==> src/dgsp_pkg.sv <==
`timescale 1ns / 1ps

package dgsp_pkg;

  // Largest graph the edge store holds
  localparam int MAX_VERTICES = 64;
  // Runs never cover more vertices than the 6-bit result index can name
  localparam int VTX_LIMIT = (MAX_VERTICES < 64) ? MAX_VERTICES : 64;
  localparam int IDX_W = (VTX_LIMIT > 1) ? $clog2(VTX_LIMIT) : 1;
  localparam int CNT_W = $clog2(VTX_LIMIT + 1);

  localparam int EDGE_DEPTH = MAX_VERTICES * MAX_VERTICES;
  localparam int EA_W = $clog2(EDGE_DEPTH);

  localparam int WEIGHT_W = 16;
  localparam int EDGE_W = WEIGHT_W + 1;
  localparam int DIST_W = 23;
  localparam int CAND_W = DIST_W + 1;
  localparam int PRED_W = IDX_W + 1;
  localparam int VCOUNT_W = 7;

  localparam logic [DIST_W-1:0] DIST_INF = {DIST_W{1'b1}};
  localparam logic [PRED_W-1:0] PRED_NONE = {1'b1, {IDX_W{1'b0}}};
  localparam logic [VCOUNT_W-1:0] VCOUNT_RESET = 7'd64;

  typedef enum logic [1:0] {
    OP_INIT,
    OP_SEL,
    OP_RELAX,
    OP_OUT
  } op_t;

  typedef enum logic [2:0] {
    ST_IDLE,
    ST_INIT,
    ST_SEL,
    ST_MARK,
    ST_RELAX,
    ST_OUT
  } state_t;

  typedef struct packed {
    logic load;
    logic run;
    logic scan;
    op_t  op;
    logic clr_cnt;
    logic clr_best;
    logic mark;
  } dp_cmd_t;

  typedef struct packed {
    logic src_ok;
    logic cnt_end;
    logic rounds_done;
  } dp_status_t;

endpackage

==> src/dgsp_ctrl.sv <==
`timescale 1ns / 1ps

module dgsp_ctrl (
  input  logic                 clk,
  input  logic                 rst,
  input  logic                 start,
  input  logic                 action,
  input  dgsp_pkg::dp_status_t status,
  output dgsp_pkg::dp_cmd_t    cmd,
  output logic                 busy
);

  dgsp_pkg::state_t state;
  dgsp_pkg::state_t state_next;

  always_ff @(posedge clk) begin
    if (rst) begin
      state <= dgsp_pkg::ST_IDLE;
    end else begin
      state <= state_next;
    end
  end

  always_comb begin
    state_next = state;
    case (state)
      dgsp_pkg::ST_IDLE: begin
        if (start && action && status.src_ok) begin
          state_next = dgsp_pkg::ST_INIT;
        end
      end
      dgsp_pkg::ST_INIT: begin
        if (status.cnt_end) begin
          state_next = status.rounds_done ? dgsp_pkg::ST_OUT : dgsp_pkg::ST_SEL;
        end
      end
      dgsp_pkg::ST_SEL: begin
        if (status.cnt_end) begin
          state_next = dgsp_pkg::ST_MARK;
        end
      end
      dgsp_pkg::ST_MARK: begin
        state_next = dgsp_pkg::ST_RELAX;
      end
      dgsp_pkg::ST_RELAX: begin
        if (status.cnt_end) begin
          state_next = status.rounds_done ? dgsp_pkg::ST_OUT : dgsp_pkg::ST_SEL;
        end
      end
      dgsp_pkg::ST_OUT: begin
        if (status.cnt_end) begin
          state_next = dgsp_pkg::ST_IDLE;
        end
      end
      default: begin
        state_next = dgsp_pkg::ST_IDLE;
      end
    endcase
  end

  always_comb begin
    cmd = '0;
    cmd.op = dgsp_pkg::OP_INIT;
    busy = 1'b1;
    case (state)
      dgsp_pkg::ST_IDLE: begin
        busy = 1'b0;
        cmd.load = start && !action;
        cmd.run = start && action && status.src_ok;
        cmd.clr_cnt = cmd.run;
      end
      dgsp_pkg::ST_INIT: begin
        cmd.op = dgsp_pkg::OP_INIT;
        cmd.scan = !status.cnt_end;
        cmd.clr_cnt = status.cnt_end;
        cmd.clr_best = status.cnt_end;
      end
      dgsp_pkg::ST_SEL: begin
        cmd.op = dgsp_pkg::OP_SEL;
        cmd.scan = !status.cnt_end;
        cmd.clr_cnt = status.cnt_end;
      end
      dgsp_pkg::ST_MARK: begin
        cmd.op = dgsp_pkg::OP_SEL;
        cmd.mark = 1'b1;
      end
      dgsp_pkg::ST_RELAX: begin
        cmd.op = dgsp_pkg::OP_RELAX;
        cmd.scan = !status.cnt_end;
        cmd.clr_cnt = status.cnt_end;
        cmd.clr_best = status.cnt_end;
      end
      dgsp_pkg::ST_OUT: begin
        cmd.op = dgsp_pkg::OP_OUT;
        cmd.scan = !status.cnt_end;
        cmd.clr_cnt = status.cnt_end;
      end
      default: begin
        busy = 1'b1;
      end
    endcase
  end

endmodule

==> config.mk <==
export PLATFORM = sky130hd
export DESIGN_NAME = dgsp_ctrl
export DESIGN_NICKNAME = d
export VERILOG_FILES = /design/src/dgsp_pkg.sv /design/src/dgsp_ctrl.sv
export SDC_FILE = /design/constraint.sdc
export NUM_CORES = 1
export LEC_CHECK = 0
export ABC_AREA = 1
export CORE_AREA = 2 2 39 41
export DETAILED_ROUTE_END_ITERATION = 10
export DIE_AREA = 0 0 41 43
export DONT_BUFFER_PORTS = 1
export SYNTH_ARGS = -nofsm -noshare
export SYNTH_HDL_FRONTEND = slang
export SYNTH_SLANG_ARGS = --single-unit
export TNS_END_PERCENT = 1
==> constraint.sdc <==
create_clock -name clk -period 1.4 [get_ports clk]
set_input_delay 0.07 -clock clk [delete_from_list [all_inputs] [get_ports clk]]
set_output_delay 0.07 -clock clk [all_outputs]
set_load 0.005 [all_outputs]
## Word level (Yosys, flattened, before mapping)

Index checks and enable logic that the tools add are counted.

| storage, ports and cells | value |
|---|---|
| register bits after elaboration | 3 |
| input port bits | 7 |
| output and inout bits | 9 |
| logic and storage cells | 33 |

| cells by class | value |
|---|---|
| eq/ne operators | 9 |
| muxes and demuxes | 13 |
| reduce and logical (&&, ||, !) cells | 10 |

Operator list:

| cell | number |
|---|---|
| 3-bit 2-to-1 mux | 5 |
| 3-bit case mux with 5 select lines | 1 |
| 3-bit by 2-bit equality test with 1-bit output, second input constant | 2 |
| 3-bit equality test, second input constant | 2 |
| 2-bit inequality test, second input constant | 3 |
| 2-bit case mux with 3 select lines | 1 |
| 1-bit 2-to-1 mux | 4 |
| 4-bit AND reduction | 1 |
| 2-bit OR reduction | 2 |
| 4-bit OR reduction | 1 |
| 3-bit by 1-bit equality test with 1-bit output, second input constant | 1 |
| 1-bit logical AND | 3 |
| 3-bit zero test | 1 |
| 1-bit zero test | 2 |
| 2-bit 2-to-1 mux | 1 |
| 2-bit by 1-bit inequality test with 1-bit output, second input constant | 1 |
| 1-bit case mux with 2 select lines | 1 |

## Longest topological paths before layout

Gate-level depths: netlist of the first run.

| logic depth | value |
|---|---|
| word-level depth | 4 |
| mapped depth | 8 |
| mapped depth without buffers | 7 |

## Least setup slack after synthesis of the first run

No wires, ideal clock.

| path | value |
|---|---|
| path type | reg-to-reg |
| from | reg state[1] |
| to | reg state[0] |
| setup time | 66 ps |
| arrival | 968 ps |
| required time | 1334 ps |
| path slack | 366 ps |
| stages on the path, launching flop included | 7 |
| buffers on the path | 1 |
| clock period less this slack | 1034 ps |
| cells stage by stage | dfxtp_1 -> buf_6 -> nor3_2 -> nand2_2 -> nand2_1 -> nand2_1 -> a21oi_2 |

| between the ends | value |
|---|---|
| cells in the longest elaborated chain, start to end | 4 |

RTL lines:

| what | RTL line | text |
|---|---|---|
| start: declaration | dgsp_ctrl.sv:13 | `dgsp_pkg::state_t state;` |
| start signal: assignment | dgsp_ctrl.sv:18 | `state <= dgsp_pkg::ST_IDLE;` |
| start signal: assignment | dgsp_ctrl.sv:20 | `state <= state_next;` |
| 3-bit equality test / 3-bit by 1-bit equality test with 1-bit output (equally long branches) | dgsp_ctrl.sv:26 | `case (state)` |
| 2-bit OR reduction (no source line) | - |  |
| 2-bit by 1-bit inequality test with 1-bit output (no source line) | - |  |
| 4-bit AND reduction (no source line) | - |  |

Parallel ways exist; a longest one is shown, timed or not.
A chain may end at the register's enable or synchronous reset.

==> results of run 1 <==
cell usage after synthesis (2+ instances only):
cell,instances,area (um2)
nor2_1,4,15.0
nand3_1,7,35.0
dfxtp_1,3,60.1
o21ai_0,4,20.0
nand4_1,2,12.5
nand2_1,12,45.0
nand2_2,2,12.5
a21oi_1,2,10.0
inv_1,8,30.0
worst min-delay path: stages:
cell     delay (ns)
o21ai_1        0.06
nand2_1        0.05
a21oi_1        0.03
worst max path at each step:
stage / startpoint / slack, ns / to
floorplan: state[1] / 0.37 / state[0]
global placement: state[1] / 0.26 / state[0]
detailed placement: state[1] / 0.25 / state[0]
CTS: state[1] / 0.06 / cmd[2]
global route: state[2] / 0.007 / cmd[5]
finish: state[2] / 0.15 / cmd[5]
power groups by stage:
stage | Sequential [mW] | Combinational (mW) | Clock [mW]
final | 0.136 | 0.228 | 0.155
after global routing | 0.141 | 0.265 | 0.174
after CTS | 0.130 | 0.225 | 0.163
after detailed placement | 0.131 | 0.220 | 0
after global placement | 0.132 | 0.218 | 0
after floorplan | 0.122 | 0.195 | 0
per-stage QoR:
| stage | std cells | worst slack [ns] | utilization, % |
|---|---|---|---|
| 4_1_cts | 68 | 0.0577 | 23.1 |
| 5_1_grt | 68 | 0.00673 | 23.7 |
| 3_5_place_dp | 63 | 0.254 | 20.5 |
| 6_report | 68 | 0.150 | 23.7 |
| 3_3_place_gp | 63 | 0.259 | 20.5 |
| 2_1_floorplan | 48 | 0.366 | - |
logic make-up (layout without fill, tap and decap cells):
logic type / Yosys count / after routing / synth area share [%]
compound gates: 8 / 8 / 15.9
buf+inv: 9 / 13 / 15.0
simple gates: 28 / 28 / 47.3
flops: 3 / 3 / 21.8
placed cells by master, fill, tap and decap left out:
master	synthesis	final
nand3_1	7	7
inv_1	8	8
dfxtp_1	3	2
o21ai_1	1	1
clkbuf_1	0	1
a21oi_1	2	2
nand2_2	2	2
dlygate4sd3_1	0	1
nand4_1	2	2
o21ai_0	4	4
clkbuf_4	0	3
nor3_4	0	1
dfxtp_2	0	1
a21oi_2	1	1
nor2_1	4	4
nand2_1	12	12
final cells by class:
type	count	area (um2)	area share, %
Tap cell	16	20.0	6.11
Sequential cell	3	61.3	18.7
Multi-Input combinational cell	36	180	55.0
Timing Repair Buffer	1	10.0	3.05
Clock buffer	4	26.3	8.02
Inverter	8	30.0	9.16
repair_timing:
item | CTS | global route
resized for setup | 0 | 2
hold buffers | 1 | 0
endpoints found under the setup margin | 0 | 1
endpoints found under the hold margin | 3 | 0
layer usage:
metal | up-vias | track usage (%)
met3 | 0 | 6.81
li1 | 164 | -
met2 | 11 | 12.5
met1 | 133 | 9.27
met4 | 0 | 4.00
met5 | - | 0
==> key figures, run 1 <==
STA
  • Tcrit/Tclk final: approximately 89%
  • RSZ-0062 raised after global routing: no
  • Max-slew violation count: 0
  • Worst Skew: roughly 0.0013 ns
  • Minimum clock period: 1.25 ns
  • Final hold vios: 0
  • Setup TNS: 0 ns
  • Max Clk Rate: about 800 MHz
  • Final setup vio count: 0
  • Hold WS: 0.0263 ns
  • Tightest Pin Transition: 0.277 ns
  • Max-slew headroom at the worst pin: 81.5%

Floorplan
  • IO Count: 16
  • Die width: 41 um
  • Initial Util: between 10% and 20%
  • Core Box Area: about 1400 um2
  • Die H: 43 um
  • Std cell rows: 14
  • Die ar.: 1760 um2

Route
  • Via density: approximately 4.5
  • Post-detailed-route count of antenna-violating nets: 0
  • Total number of vias: 308
  • Residual DRC count: 0
  • DRT Pass-1 Iters: 3
  • Total wire length: 642 um
  • Wl on met1: about 280 um
  • Highest metal used: met3
  • DR iter-0 viols: 10
  • WL met3: 45 um
  • Mean routed wirelength per cell: 9.44 um
  • Routed met2 length: 319 um

Setup path
  • Worst path buffer plus inverter count: 2
  • Critical-path top delay cell: dfxtp_1
  • Critical path's most frequent cell: inv_1
  • Critical R2R Launch: state[0]
  • Worst reg2reg endpoint: state[1]
  • Top delay family on crit path: flip-flops
  • WP data arrival: 1.18 ns
  • CP Depth: 5
  • Crit path required time: 1.33 ns
  • Largest fanout on the critical path: 6
  • Worst stage delay on the critical path: 0.42 ns
  • R2R Setup Slk: 0.20 ns
  • CP endpoint kind: primary output
  • Worst R2R Path Depth: 6
  • WS Path Type: flop to primary output
  • Worst-path cell chain: inv_1 -> nand3_1 -> nand2_1 -> nand2_2 -> inv_1
  • Crit start category: flop

Synth
  • Warnings, synthesis: 0
  • Seq/Total Area, Yosys: 21.8%
  • FF+latch count, synth: 3
  • Post-synth top flop: dfxtp_1
  • Post-synth net total: 55
  • Netlist cell types: 13
  • Asr flop ratio synth: 0%
  • Post-Synthesis Cells: between 40 and 50
  • Synth Cell Area: 275 um2
  • Number of synthesized flops with an enable pin: 0
  • Avg Inst Size Synth: 5.73 um2

Layout
  • Area grow syn2layout: 19.1%
  • Max reg flops: 3
  • Design area: about 330 um2
  • Filler cells: 164
  • Net count, final: 60
  • Biggest regs: state: 3 flops
  • Top reg by flops: state
  • Layout cells sized above 1: 15.4%
  • Antenna diodes: 0

Global routing
  • Global-route wire length before repair: 1010 um
  • GRT Total Usage: 8.82%
  • Vias in the first global route: 263
  • GRT overflow: 0
  • Initial antenna violation count: 0
  • Largest net degree at the start of global routing: 10

Power and ir drop
  • Clock power frac: 29.9%
  • Combinational share of power: 44.0%
  • Power share of the sequential group: 26.1%
  • Total power: 0.519 mW
  • Net Switching: between 0.2 and 0.25 mW
  • Switching share of power: around 44%
  • Int Power: 0.292 mW
  • Pleak: 0.159 nW
  • PD cells: between 1500 and 2000 nW/um2
  • VDD IR max: 0.000454 V

Min path
  • Worst Hold Depth: 3
  • Hold endpoint: state[1]
  • HP Class: input port to flop
  • Hold path start: status[0]

CTS
  • Worst skew pair latency: 0.24 ns
  • # clock sinks: 3
  • CTS clock-pin slew for the worst setup and hold paths: 0.04 ns
  • Clock Tree Root: clkbuf_4
  • H-tree levels: 1
  • TritonCTS clock tree: built
  • Post-CTS setup buffer count: 0
  • Clock Path Buffers: 2
  • Total CTS buffers: 3

Placed design
  • Area post-placement: 284 um2
  • Post-DP HPWL: 529 um
  • # port buffers: 0
  • RD Place Congestion: 0.749

Flow run
  • Max-Cap Viols: 0

Outcome
  • Outcome: complete, no violations
Note: power is estimated with default switching activity, not from simulation.
==> run 2: changes to the inputs <==
- CELL_PAD_IN_SITES_DETAIL_PLACEMENT: default -> 2
- CELL_PAD_IN_SITES_GLOBAL_PLACEMENT: default -> 2
- PLACE_DENSITY_LB_ADDON: default -> 0.1
- RECOVER_POWER: default -> 25
==> key figures, run 2 (synthesis gave the netlist of run 1 again) <==
Outcome
  • Outcome: complete, no violations

STA
  • Setup TNS: 0 ns
  • Worst Skew: 0.000255 ns
  • Final hold vios: 0
  • Max-slew headroom at the worst pin: 85.6%
  • Tightest Pin Transition: 0.213 ns
  • RSZ-0062 raised after global routing: no
  • Tcrit/Tclk final: 88.7%
  • Final setup vio count: 0
  • Max Clk Rate: 805 MHz
  • Minimum clock period: 1.24 ns
  • Max-slew violation count: 0
  • Hold WS: 0.0366 ns

Setup path
  • WP data arrival: around 1.2 ns
  • WS Path Type: flop to primary output
  • CP endpoint kind: primary output
  • Largest fanout on the critical path: 9
  • Crit path required time: between 1 and 1.5 ns
  • Crit start category: flop

Power and ir drop
  • Pleak: 0.160 nW
  • Int Power: 0.296 mW
  • Power share of the sequential group: around a quarter
  • Switching share of power: between 40% and 50%
  • VDD IR max: 0.000337 V
  • Clock power frac: approximately 28%
  • Net Switching: roughly 0.25 mW
  • PD cells: 1660 nW/um2
  • Combinational share of power: 45.7%

Global routing
  • Initial antenna violation count: 0
  • Vias in the first global route: between 300 and 400
  • Global-route wire length before repair: 1550 um
  • GRT overflow: 0
  • Largest net degree at the start of global routing: 10
  • GRT Total Usage: 13.5%

Flow run
  • Max-Cap Viols: 0

Route
  • Total wire length: roughly 970 um
  • Post-detailed-route count of antenna-violating nets: 0
  • Residual DRC count: 0
  • DR iter-0 viols: 1
  • Total number of vias: ~330
  • DRT Pass-1 Iters: 2
  • Via density: about 4.8
  • Mean routed wirelength per cell: 14.3 um

Floorplan
  • Die H: 43 um
  • Std cell rows: 14
  • Initial Util: 19.9%
  • Die width: 41 um
  • Core Box Area: around 1400 um2
  • Die ar.: around 1800 um2
  • IO Count: 16

Layout
  • Most frequent cells in the layout: nand2_1 (12), inv_1 (8), nand3_1 (7), o21ai_0 (4), nor2_1 (4)
  • Area grow syn2layout: 20.0%
  • Net count, final: 60
  • Top reg by flops: state
  • Antenna diodes: 0
  • Layout cells sized above 1: around a fifth
  • Commonest non-fill, non-tap cell in the layout: nand2_1
  • Biggest regs: state: 3 flops
  • Design area: 330 um2
  • Max reg flops: 3
  • Filler cells: 189

Placed design
  • RD Place Congestion: 0.707
  • # port buffers: 0
  • Post-DP HPWL: between 700 and 800 um
  • Area post-placement: 284 um2

CTS
  • Clock Path Buffers: 2
  • TritonCTS clock tree: built
  • Total CTS buffers: 3
  • CTS clock-pin slew for the worst setup and hold paths: 0.04 ns
  • # clock sinks: 3
  • H-tree levels: 1
  • Worst skew pair latency: 0.23 ns
  • Post-CTS setup buffer count: 0
  • Clock Tree Root: clkbuf_4

Min path
  • HP Class: input port to flop
[run 2: power by group through the flow]
stage | logic, mW | clock network [mW] | registers, mW
after global placement | 0.227 | 0 | 0.134
final | 0.251 | 0.154 | 0.145
after detailed placement | 0.242 | 0 | 0.137
after floorplan | 0.195 | 0 | 0.122
after CTS | 0.251 | 0.161 | 0.136
after global routing | 0.288 | 0.167 | 0.148
[run 2: what timing repair did]
item                                   CTS  global route
resized for setup                        0             4
setup endpoints to repair                0             3
endpoints found under the hold margin    3             0
hold buffers                             1             0
[run 2: per-layer routing]
metal  global-route usage (%)  vias up  wire [um]
met5                        0        -          0
met4                     2.00        0          0
met3                     6.81        0         41
met2                     22.2       11        531
met1                     15.1      151        399
li1                         -      164          -
[run 2: path summary, 6_finish.rpt]
kind	slack (ns)	endpoint	cells after the start	start
setup / recovery	0.16	cmd[2]	3	state[1]
hold / removal	0.04	state[1]	3	status[0]
setup reg to reg	0.21	state[0]	7	state[2]
hold reg to reg	0.56	state[0]	2	state[0]
[run 2: area by class of cell]
| class | count | area [um2] | share of cell area, % |
|---|---|---|---|
| timing repair buffer | 1 | 10.0 | 3.03 |
| sequential | 3 | 63.8 | 19.3 |
| multi-input combinational | 36 | 180 | 54.5 |
| tap | 16 | 20.0 | 6.06 |
| inverter | 8 | 30.0 | 9.09 |
| clock buffer | 4 | 26.3 | 7.95 |
[run 2: critical path, stage by stage, from the launching register on]
cell	delay, ns
dfxtp_2	0.37
nor3_4	0.24
inv_1	0.11
o21ai_0	0.22
[run 2: through the flow]
stage	utilization [%]	power [mW]	setup WS, ns	instances
after floorplan	-	0.317	0.366	48
after global placement	20.5	0.361	0.217	63
after detailed placement	20.5	0.379	0.135	63
after CTS	23.1	0.548	0.0182	68
after global routing	23.9	0.603	0.0614	68
final	23.9	0.550	0.158	68
